### src/rtl/sle_pkg.sv
// Shared definitions for the sorted list engine: field widths, command and
// status codes, and the compare result type.
// No dependencies.
package sle_pkg;

  // Payload field widths.
  localparam int DATA_W = 32;
  localparam int CMD_W  = 2;
  localparam int ST_W   = 2;
  localparam int OCC_W  = 6;

  // Default list capacity.
  localparam int DEF_CAPACITY = 32;

  // Command codes.
  localparam logic [CMD_W-1:0] CMD_INSERT = 2'd0;
  localparam logic [CMD_W-1:0] CMD_REMOVE = 2'd1;
  localparam logic [CMD_W-1:0] CMD_READ   = 2'd2;
  localparam logic [CMD_W-1:0] CMD_CLEAR  = 2'd3;

  // Status codes.
  localparam logic [ST_W-1:0] ST_OK        = 2'd0;
  localparam logic [ST_W-1:0] ST_NOT_FOUND = 2'd1;
  localparam logic [ST_W-1:0] ST_FULL      = 2'd2;

  // Result of the shared comparator.
  typedef struct packed {
    logic gt;
    logic eq;
  } cmp_res_t;

endpackage

### src/rtl/sle_if.sv
// Valid/ready channel interfaces for the command input and the result output.
// Depends on sle_pkg for the field widths.
interface sle_in_if;
  import sle_pkg::*;

  logic                     valid;
  logic                     ready;
  logic [CMD_W-1:0]         cmd;
  logic signed [DATA_W-1:0] value;

  modport source (output valid, output cmd, output value, input ready);
  modport sink   (input valid, input cmd, input value, output ready);
endinterface

interface sle_out_if;
  import sle_pkg::*;

  logic                     valid;
  logic                     ready;
  logic signed [DATA_W-1:0] entry;
  logic [ST_W-1:0]          status;
  logic [OCC_W-1:0]         occupancy;
  logic                     last;

  modport source (output valid, output entry, output status, output occupancy,
                  output last, input ready);
  modport sink   (input valid, input entry, input status, input occupancy,
                  input last, output ready);
endinterface

### src/rtl/sle_mem.sv
// Entry storage for the sorted list: one write port and one registered read port.
// Depends on sle_pkg for the data width.
module sle_mem #(
  parameter int DEPTH = sle_pkg::DEF_CAPACITY,
  parameter int IDX_W = $clog2(sle_pkg::DEF_CAPACITY)
) (
  input  logic                             clk,
  input  logic                             wr_en,
  input  logic [IDX_W-1:0]                 wr_addr,
  input  logic signed [sle_pkg::DATA_W-1:0] wr_data,
  input  logic                             rd_en,
  input  logic [IDX_W-1:0]                 rd_addr,
  output logic signed [sle_pkg::DATA_W-1:0] rd_data
);
  import sle_pkg::*;

  logic signed [DATA_W-1:0] mem [DEPTH];

  // Write port.
  always_ff @(posedge clk) begin
    if (wr_en) begin
      mem[wr_addr] <= wr_data;
    end
  end

  // Registered read port.
  always_ff @(posedge clk) begin
    if (rd_en) begin
      rd_data <= mem[rd_addr];
    end
  end

endmodule

### src/rtl/sle_cmp.sv
// Shared signed comparator used by both the insert and the remove walks.
// Depends on sle_pkg for the data width and the result type.
module sle_cmp (
  input  logic signed [sle_pkg::DATA_W-1:0] a,
  input  logic signed [sle_pkg::DATA_W-1:0] b,
  output sle_pkg::cmp_res_t                 res
);
  import sle_pkg::*;

  // Greater-than decides where an insert stops; equality finds a remove target.
  always_comb begin
    res.gt = (a > b);
    res.eq = (a == b);
  end

endmodule

### src/rtl/sorted_list_engine.sv
// Sorted list engine top level: command sequencer, entry storage and comparator.
// Depends on sle_pkg, sle_if, sle_mem and sle_cmp.
//
// Holds up to CAPACITY signed 32-bit values in ascending order. The block takes
// one command at a time and is not ready until that command is finished and its
// last result is in the output register. The entries live in a memory with a
// registered read port that is never read and written in the same cycle, so
// every step of a walk over the list is a read state followed by an evaluate
// state that compares and writes. An insert walks down from the top past the
// entries greater than the new value, a remove walks the whole list, and a
// read-out emits one result per entry; a clear or an insert into a full list
// goes straight to its result. While the output register still holds a result
// that is not taken, the sequencer waits in its final step. The output register
// lets a new command start while the final result of the previous one still
// waits to be taken. An empty read-out produces no result.
module sorted_list_engine #(
  parameter int CAPACITY = sle_pkg::DEF_CAPACITY
) (
  input  logic      clk,
  input  logic      rst_n,
  sle_in_if.sink    in_ch,
  sle_out_if.source out_ch
);
  import sle_pkg::*;

  localparam int CNT_W = $clog2(CAPACITY + 1);
  localparam int IDX_W = $clog2(CAPACITY);
  localparam logic [CNT_W-1:0] CNT_FULL = CNT_W'(CAPACITY);
  localparam logic [CNT_W-1:0] CNT_ONE  = CNT_W'(1);

  typedef enum logic [3:0] {
    S_IDLE = 4'b0001,
    S_RD   = 4'b0010,
    S_EV   = 4'b0100,
    S_EMIT = 4'b1000
  } state_t;

  // Control state.
  state_t           state_r, state_nxt;
  logic [CNT_W-1:0] cnt_r, cnt_nxt;
  logic [CNT_W-1:0] idx_r, idx_nxt;
  logic             found_r, found_nxt;
  logic             out_valid_r, out_valid_nxt;

  // Payload state.
  logic [CMD_W-1:0]         cmd_r, cmd_nxt;
  logic signed [DATA_W-1:0] val_r, val_nxt;
  logic signed [DATA_W-1:0] pend_entry_r, pend_entry_nxt;
  logic [ST_W-1:0]          pend_status_r, pend_status_nxt;
  logic                     pend_last_r, pend_last_nxt;
  logic signed [DATA_W-1:0] out_entry_r;
  logic [ST_W-1:0]          out_status_r;
  logic [OCC_W-1:0]         out_occ_r;
  logic                     out_last_r;

  // Memory and comparator connections.
  logic                     mem_we;
  logic [IDX_W-1:0]         mem_waddr;
  logic signed [DATA_W-1:0] mem_wdata;
  logic                     mem_re;
  logic [IDX_W-1:0]         mem_raddr;
  logic signed [DATA_W-1:0] mem_rdata;
  cmp_res_t                 cmp_res;

  logic [CNT_W-1:0] idx_dec;
  logic [CNT_W-1:0] idx_inc;
  logic             out_load;
  logic             out_free;
  logic             in_xfer;

  sle_mem #(
    .DEPTH (CAPACITY),
    .IDX_W (IDX_W)
  ) u_mem (
    .clk     (clk),
    .wr_en   (mem_we),
    .wr_addr (mem_waddr),
    .wr_data (mem_wdata),
    .rd_en   (mem_re),
    .rd_addr (mem_raddr),
    .rd_data (mem_rdata)
  );

  sle_cmp u_cmp (
    .a   (mem_rdata),
    .b   (val_r),
    .res (cmp_res)
  );

  assign idx_dec  = idx_r - CNT_ONE;
  assign idx_inc  = idx_r + CNT_ONE;
  assign out_free = !out_valid_r || out_ch.ready;
  assign in_xfer  = in_ch.valid && in_ch.ready;

  assign in_ch.ready      = (state_r == S_IDLE);
  assign out_ch.valid     = out_valid_r;
  assign out_ch.entry     = out_entry_r;
  assign out_ch.status    = out_status_r;
  assign out_ch.occupancy = out_occ_r;
  assign out_ch.last      = out_last_r;

  // Sequencer: walks the list one entry per read/evaluate pair.
  always_comb begin
    state_nxt       = state_r;
    cnt_nxt         = cnt_r;
    idx_nxt         = idx_r;
    found_nxt       = found_r;
    cmd_nxt         = cmd_r;
    val_nxt         = val_r;
    pend_entry_nxt  = pend_entry_r;
    pend_status_nxt = pend_status_r;
    pend_last_nxt   = pend_last_r;
    mem_we          = 1'b0;
    mem_waddr       = idx_r[IDX_W-1:0];
    mem_wdata       = val_r;
    mem_re          = 1'b0;
    mem_raddr       = idx_r[IDX_W-1:0];
    out_load        = 1'b0;

    unique case (state_r)
      S_IDLE: begin
        if (in_ch.valid) begin
          cmd_nxt         = in_ch.cmd;
          val_nxt         = in_ch.value;
          pend_entry_nxt  = '0;
          pend_status_nxt = ST_OK;
          pend_last_nxt   = 1'b1;
          found_nxt       = 1'b0;
          idx_nxt         = '0;
          case (in_ch.cmd)
            CMD_INSERT: begin
              if (cnt_r == CNT_FULL) begin
                pend_status_nxt = ST_FULL;
                state_nxt       = S_EMIT;
              end else begin
                // Walk downward from the top, moving larger entries up by one.
                idx_nxt   = cnt_r;
                state_nxt = S_RD;
              end
            end
            CMD_REMOVE: begin
              state_nxt = S_RD;
            end
            CMD_READ: begin
              if (cnt_r != '0) begin
                state_nxt = S_RD;
              end
            end
            default: begin
              cnt_nxt   = '0;
              state_nxt = S_EMIT;
            end
          endcase
        end
      end

      S_RD: begin
        case (cmd_r)
          CMD_INSERT: begin
            if (idx_r == '0) begin
              mem_we    = 1'b1;
              cnt_nxt   = cnt_r + CNT_ONE;
              state_nxt = S_EMIT;
            end else begin
              mem_re    = 1'b1;
              mem_raddr = idx_dec[IDX_W-1:0];
              state_nxt = S_EV;
            end
          end
          CMD_REMOVE: begin
            if (idx_r == cnt_r) begin
              if (found_r) begin
                cnt_nxt = cnt_r - CNT_ONE;
              end else begin
                pend_status_nxt = ST_NOT_FOUND;
              end
              state_nxt = S_EMIT;
            end else begin
              mem_re    = 1'b1;
              state_nxt = S_EV;
            end
          end
          CMD_READ: begin
            mem_re    = 1'b1;
            state_nxt = S_EV;
          end
          default: begin
            state_nxt = S_IDLE;
          end
        endcase
      end

      S_EV: begin
        case (cmd_r)
          CMD_INSERT: begin
            mem_we = 1'b1;
            if (cmp_res.gt) begin
              // Larger entry moves up one place.
              mem_wdata = mem_rdata;
              idx_nxt   = idx_dec;
              state_nxt = S_RD;
            end else begin
              // New value goes after all entries not greater than it.
              cnt_nxt   = cnt_r + CNT_ONE;
              state_nxt = S_EMIT;
            end
          end
          CMD_REMOVE: begin
            // Once the first match is seen, later entries move down one place.
            if (found_r) begin
              mem_we    = 1'b1;
              mem_waddr = idx_dec[IDX_W-1:0];
              mem_wdata = mem_rdata;
            end else if (cmp_res.eq) begin
              found_nxt = 1'b1;
            end
            idx_nxt   = idx_inc;
            state_nxt = S_RD;
          end
          CMD_READ: begin
            pend_entry_nxt = mem_rdata;
            pend_last_nxt  = (idx_inc == cnt_r);
            state_nxt      = S_EMIT;
          end
          default: begin
            state_nxt = S_IDLE;
          end
        endcase
      end

      S_EMIT: begin
        if (out_free) begin
          out_load = 1'b1;
          if (cmd_r == CMD_READ && !pend_last_r) begin
            idx_nxt   = idx_inc;
            state_nxt = S_RD;
          end else begin
            state_nxt = S_IDLE;
          end
        end
      end

      default: begin
        state_nxt = S_IDLE;
      end
    endcase
  end

  // Output register valid flag.
  always_comb begin
    out_valid_nxt = out_valid_r;
    if (out_load) begin
      out_valid_nxt = 1'b1;
    end else if (out_ch.ready) begin
      out_valid_nxt = 1'b0;
    end
  end

  // Control registers.
  always_ff @(posedge clk) begin
    if (!rst_n) begin
      state_r     <= S_IDLE;
      cnt_r       <= '0;
      idx_r       <= '0;
      found_r     <= 1'b0;
      out_valid_r <= 1'b0;
    end else begin
      state_r     <= state_nxt;
      cnt_r       <= cnt_nxt;
      idx_r       <= idx_nxt;
      found_r     <= found_nxt;
      out_valid_r <= out_valid_nxt;
    end
  end

  // Payload registers.
  always_ff @(posedge clk) begin
    cmd_r         <= cmd_nxt;
    val_r         <= val_nxt;
    pend_entry_r  <= pend_entry_nxt;
    pend_status_r <= pend_status_nxt;
    pend_last_r   <= pend_last_nxt;
    if (out_load) begin
      out_entry_r  <= pend_entry_r;
      out_status_r <= pend_status_r;
      out_occ_r    <= OCC_W'(cnt_r);
      out_last_r   <= pend_last_r;
    end
  end

  // The count never exceeds the capacity.
  a_cnt_bound: assert property (@(posedge clk) disable iff (!rst_n)
    cnt_r <= CNT_FULL)
    else $error("list count above capacity");

  // A clear empties the list on the next cycle.
  a_clear_empties: assert property (@(posedge clk) disable iff (!rst_n)
    (in_xfer && in_ch.cmd == CMD_CLEAR) |=> (cnt_r == '0))
    else $error("clear did not empty the list");

  // An insert into a full list leaves the count unchanged.
  a_full_drop: assert property (@(posedge clk) disable iff (!rst_n)
    (in_xfer && in_ch.cmd == CMD_INSERT && cnt_r == CNT_FULL)
      |=> (cnt_r == CNT_FULL && state_r == S_EMIT))
    else $error("insert into full list changed the list");

  // The memory is only written during an insert or remove walk.
  a_write_busy: assert property (@(posedge clk) disable iff (!rst_n)
    mem_we |-> ((state_r == S_RD || state_r == S_EV)
                && (cmd_r == CMD_INSERT || cmd_r == CMD_REMOVE)))
    else $error("memory write outside an insert or remove");

endmodule

### src/flat_wrapper.sv
// flat-port wrapper written by rule: the top's interface ports become plain ports
module sorted_list_engine_flat import sle_pkg::*;
#(
  parameter int CAPACITY = sle_pkg::DEF_CAPACITY
)
  (clk, rst_n, in_ch_valid, in_ch_cmd, in_ch_value, in_ch_ready, out_ch_valid, out_ch_entry, out_ch_status, out_ch_occupancy, out_ch_last, out_ch_ready);
  sle_in_if in_ch_i ();
  sle_out_if out_ch_i ();
  input  logic clk;
  input  logic rst_n;
  input wire logic [$bits(in_ch_i.valid)-1:0] in_ch_valid;
  input wire logic [$bits(in_ch_i.cmd)-1:0] in_ch_cmd;
  input wire logic [$bits(in_ch_i.value)-1:0] in_ch_value;
  output wire logic [$bits(in_ch_i.ready)-1:0] in_ch_ready;
  output wire logic [$bits(out_ch_i.valid)-1:0] out_ch_valid;
  output wire logic [$bits(out_ch_i.entry)-1:0] out_ch_entry;
  output wire logic [$bits(out_ch_i.status)-1:0] out_ch_status;
  output wire logic [$bits(out_ch_i.occupancy)-1:0] out_ch_occupancy;
  output wire logic [$bits(out_ch_i.last)-1:0] out_ch_last;
  input wire logic [$bits(out_ch_i.ready)-1:0] out_ch_ready;
  assign in_ch_i.valid = in_ch_valid;
  assign in_ch_i.cmd = in_ch_cmd;
  assign in_ch_i.value = in_ch_value;
  assign in_ch_ready = in_ch_i.ready;
  assign out_ch_valid = out_ch_i.valid;
  assign out_ch_entry = out_ch_i.entry;
  assign out_ch_status = out_ch_i.status;
  assign out_ch_occupancy = out_ch_i.occupancy;
  assign out_ch_last = out_ch_i.last;
  assign out_ch_i.ready = out_ch_ready;
  sorted_list_engine #(.CAPACITY(CAPACITY)) u_core (.clk(clk), .rst_n(rst_n), .in_ch(in_ch_i), .out_ch(out_ch_i));
endmodule
### config.mk
export PLATFORM = sky130hd
export DESIGN_NAME = sorted_list_engine_flat
export DESIGN_NICKNAME = d
export VERILOG_FILES = /design/src/rtl/sle_pkg.sv /design/src/rtl/sle_if.sv /design/src/rtl/sle_mem.sv /design/src/rtl/sle_cmp.sv /design/src/rtl/sorted_list_engine.sv /design/src/flat_wrapper.sv
export SDC_FILE = /design/constraint.sdc
export NUM_CORES = 2
export LEC_CHECK = 0
export ABC_AREA = 1
export BUFFER_PORTS_ARGS = -buffer_cell sky130_fd_sc_hd__buf_2
export CORE_ASPECT_RATIO = 0.7
export CORE_MARGIN = 3
export CORE_UTILIZATION = 50
export DETAILED_ROUTE_END_ITERATION = 8
export PLACE_DENSITY = 0.66
export SLEW_MARGIN = 15
export SYNTH_ARGS = -nofsm -noshare
export SYNTH_HDL_FRONTEND = slang
export SYNTH_HIERARCHICAL = 1
export SYNTH_SLANG_ARGS = --single-unit
### constraint.sdc
create_clock -name clk -period 4.3 [get_ports clk]
set_clock_uncertainty 0.1 [all_clocks]
set_input_delay 0.86 -clock clk [delete_from_list [all_inputs] [get_ports clk]]
set_output_delay 0.86 -clock clk [all_outputs]
set_load 0.02 [all_outputs]
==> results.sh <==
export IMPL_tritoncts="built"
export IMPL_cp_top_family="simple AND/OR/NAND/NOR gates"
export IMPL_nFillCells=7959
export IMPL_design_area_um2=55000
export IMPL_nets=4444
export IMPL_pwr_density_cell_nw_per_um2=571
export IMPL_grt_max_degree=141
export IMPL_synth_top_cell_by_area="edfxtp_1"
export IMPL_syn2layout_area_growth_pct=11.4
export IMPL_critPathMaxStageDelay_ns=0.38
export IMPL_max_slew_margin_pct=31.5
export IMPL_hold_path_depth=1
export IMPL_synth_adder_area_share_pct=0.987
export IMPL_dpl_cell_area_um2=51800
export IMPL_cts_buffers=105
export IMPL_synth_top_area_share_pct=70.8
export IMPL_synth_area_um2=49400
export IMPL_synth_top_family_by_area="simple AND/OR/NAND/NOR gates"
export IMPL_wirelength_mm=143
export IMPL_drc=0
export IMPL_ant_nets=0
export IMPL_avgSynthCellArea_um2=11.6
export IMPL_worstHoldStart="in_ch_value[27]"
export IMPL_cts_root_buf="clkbuf_16"
export IMPL_worst_path_stages=18
export IMPL_min_to="u_core/val_r[27]$_DFFE_PP_"
export IMPL_finalCriticalPeriod_ns=3.74
export IMPL_grt_pass1_vias=30400
export IMPL_crit_top_cell="nand2_1"
export IMPL_multi_input_area_um2=12300
export IMPL_synth_mux_area_share_pct=0
export IMPL_synth_edf_count=1166
export IMPL_drv_cap=0
export IMPL_cp_start_kind="register"
export IMPL_cp_max_fo=95
export IMPL_netlist_instances=4265
export IMPL_syn_num_nets=4342
export IMPL_synth_area_top_cells="edfxtp_1 (71%), nand2_1 (12%), nand3_1 (8.2%), buf_6 (1.6%), nor2_1 (1.1%)"
export IMPL_grt_ovfl_total=0
export IMPL_crit_arrival_ns=4.22
export IMPL_grt_first_pass_wirelength_mm=207
export IMPL_die_h_um=269
export IMPL_num_rows=95
export IMPL_via_per_inst=5.80
export IMPL_start_util_pct=51.0
export IMPL_setup_violations=0
export IMPL_synthSimpleGateAreaFrac_pct=21.7
export IMPL_htreeDepth=3
export IMPL_synth_distinct_cells=40
export IMPL_seq_area_um2=35400
export IMPL_synth_warnings=6
export IMPL_ys_ff_latch=1184
export IMPL_fp_coreArea_um2=97000
export IMPL_holdWs_ns=0.227
export IMPL_routedWlPerCell_um=24.8
export IMPL_clock_latency_ns=0.72
export IMPL_postCtsHoldBufs=0
export IMPL_synth_compound_gate_area_share_pct=1.12
export IMPL_cts_buffer_depth=3
export IMPL_ios=81
export IMPL_grt_setup_unrepaired="no"
export IMPL_async_reset_ff_share_pct=0
export IMPL_first_pass_iters=8
export IMPL_cts_repair_resized=0
export IMPL_die_x_um=382
export IMPL_worstPathRequired_ns=4.78
export IMPL_cp_end_kind="register"
export IMPL_place_detailed_hpwl_mm=77.0
export IMPL_synthFlopType="edfxtp_1"
export IMPL_antenna_found_initial=5
export IMPL_portBuffers=80
export IMPL_r2r_end="u_core/u_mem/rd_data[29]$_DFFE_PP_"
export IMPL_reg2regPathDepth=18
export IMPL_ff2ff_setup_slack_ns=0.56
export IMPL_grt_use_total_pct=27.6
export IMPL_p_total_mw=31.4
export IMPL_p_leak_nw=20.3
export IMPL_status="finished, final reports clean"
export IMPL_drive_above_1_share_pct=10.6
export IMPL_hold_path_class="primary input to register"
export IMPL_setup_tns_ns=0
export IMPL_slowest_stage="dfxtp_1"
export IMPL_cp_cell_sequence="inv_1 -> ha_1 -> nand3_2 -> nor3_4 -> inv_2 -> nand2_4 -> xor2_1 -> inv_8 -> inv_16 -> buf_12 -> nand2_1 -> nand3_1 -> nand3_1 -> nand2_1 -> nand2_1 -> nand2_1 -> nand2_1 -> nand2_1"
export IMPL_hold_viol=0
export IMPL_reg2reg_from="u_core/idx_r[0]$_SDFFE_PN0P_"
export IMPL_maxSlewViolCount=0
export IMPL_crit_type="register to register"
export IMPL_cts_clk_slew_worst_paths_ns=0.07
export IMPL_post_cts_buffers=0
export IMPL_final_util_pct=56.8
export IMPL_worst_slew_pin_slew_ns=1.03
export IMPL_drt_iter0_markers=4699
export IMPL_cts_sinks=1184
export IMPL_ys_seq_area_share_pct=71.6
export IMPL_clock_fmax_mhz=267
export IMPL_synth_xor_area_share_pct=0.319
export IMPL_vias=33400
export IMPL_final_period_utilization_pct=87.0
export IMPL_ir_drop_mv=0.463
export IMPL_gp_congestion=0.936
export IMPL_critPathBufInv=5
export IMPL_fp_dieArea_um2=103000
==> registers in the layout (all words and copies together), names as in the netlist <==
register	count
u_core/pend_status_r	2
u_core/found_r	1
u_core/out_ch.entry	32
u_core/cmd_r	2
u_core/u_mem/rd_data	32
u_core/out_ch.last	1
u_core/u_mem/mem	1024
u_core/out_ch.status	2
u_core/out_ch.valid	1
u_core/cnt_r	6
u_core/out_ch.occupancy	6
u_core/val_r	32
u_core/idx_r	6
u_core/pend_entry_r	32
u_core/pend_last_r	1
u_core/state_r	4
==> metrics by stage <==
step | cells | setup WS [ns]
5_1_grt | 5757 | 0.314
3_5_place_dp | 5569 | 0.655
2_1_floorplan | 4265 | 0.641
3_3_place_gp | 5569 | 0.710
6_report | 5761 | 0.560
4_1_cts | 5757 | 0.629
==> logic make-up (layout without fill, tap and decap cells) <==
kind of cell,count (synthesis),count (layout)
AOI/OAI and AO/OA,102,102
xor gates and xnor gates,18,18
adders and majority gates,39,39
buffers and inverters,364,547
DFF,1184,1184
other,0,4
and+or+nand+nor,2558,2558
==> routing by layer <==
metal | track usage (%) | share of wire, %
met3 | 5.85 | 12
met4 | 7.94 | 3.0
met1 | 42.1 | 42
met5 | 0 | 0
met2 | 40.1 | 43
==> worst max path at each step <==
stage                                       from                            endpoint  slack, ns
finish              u_core/idx_r[0]$_SDFFE_PN0P_  u_core/u_mem/rd_data[29]$_DFFE_PP_       0.56
floorplan              u_core/cmd_r[1]$_DFFE_PP_   u_core/u_mem/mem[30][0]$_DFFE_PP_       0.64
CTS                 u_core/idx_r[0]$_SDFFE_PN0P_  u_core/u_mem/rd_data[29]$_DFFE_PP_       0.63
detailed placement  u_core/idx_r[0]$_SDFFE_PN0P_  u_core/u_mem/rd_data[29]$_DFFE_PP_       0.65
global route        u_core/idx_r[0]$_SDFFE_PN0P_  u_core/u_mem/rd_data[25]$_DFFE_PP_       0.31
global placement    u_core/idx_r[0]$_SDFFE_PN0P_  u_core/u_mem/rd_data[25]$_DFFE_PP_       0.71
==> power by group <==
| part | switching [mW] | internal (mW) | leakage [nW] |
|---|---|---|---|
| registers | 0.246 | 13.6 | 10.7 |
| logic | 6.05 | 2.34 | 8.07 |
| clock network | 4.16 | 5.00 | 1.59 |
==> Yosys cell counts, types with 2 or more instances <==
cell type / instances
clkbuf_1: 28
nor2_2: 3
nand2_1: 1570
o21a_1: 2
nand4_1: 6
buf_8: 3
nand2_2: 4
nor2_1: 151
buf_4: 24
edfxtp_1: 1166
ha_1: 39
inv_1: 119
xor2_1: 13
nor2_4: 2
o22ai_1: 3
a21oi_1: 64
buf_2: 93
dfxtp_1: 18
a21oi_2: 2
xnor2_1: 5
o21ai_0: 23
nand3_2: 2
nor3_1: 6
inv_2: 9
nand3_1: 808
o211ai_1: 3
buf_6: 69
buf_1: 18
==> final cells by class <==
type,instances,share of cell area [%]
tap,1309,2.98
clock inverter,57,0.836
clock buffer,131,5.06
antenna,4,0.0182
sequential,1184,64.3
multi-input combinational,2717,22.4
timing repair buffer,230,3.48
inverter,129,0.948
==> cells in the final DEF, fill, tap and decap left out, types with 3 or more instances in the layout <==
cell / count
buf_2: 80
edfxtp_1: 1166
ha_1: 39
clkbuf_16: 107
inv_8: 3
a21oi_2: 34
nand2_2: 4
clkinv_2: 19
inv_2: 8
dfxtp_1: 18
buf_12: 31
buf_4: 119
nand4_1: 6
a21oi_1: 32
nor2_1: 118
nand3_1: 808
xnor2_1: 5
nor2_2: 3
clkbuf_1: 22
diode_2: 4
xor2_1: 13
clkinv_1: 28
nand2_1: 1570
clkinvlp_4: 3
nor3_1: 6
inv_1: 114
nor2_4: 35
o211ai_1: 3
bufinv_16: 7
o21ai_0: 21
No activity file was read; power rests on OpenSTA's default activity.
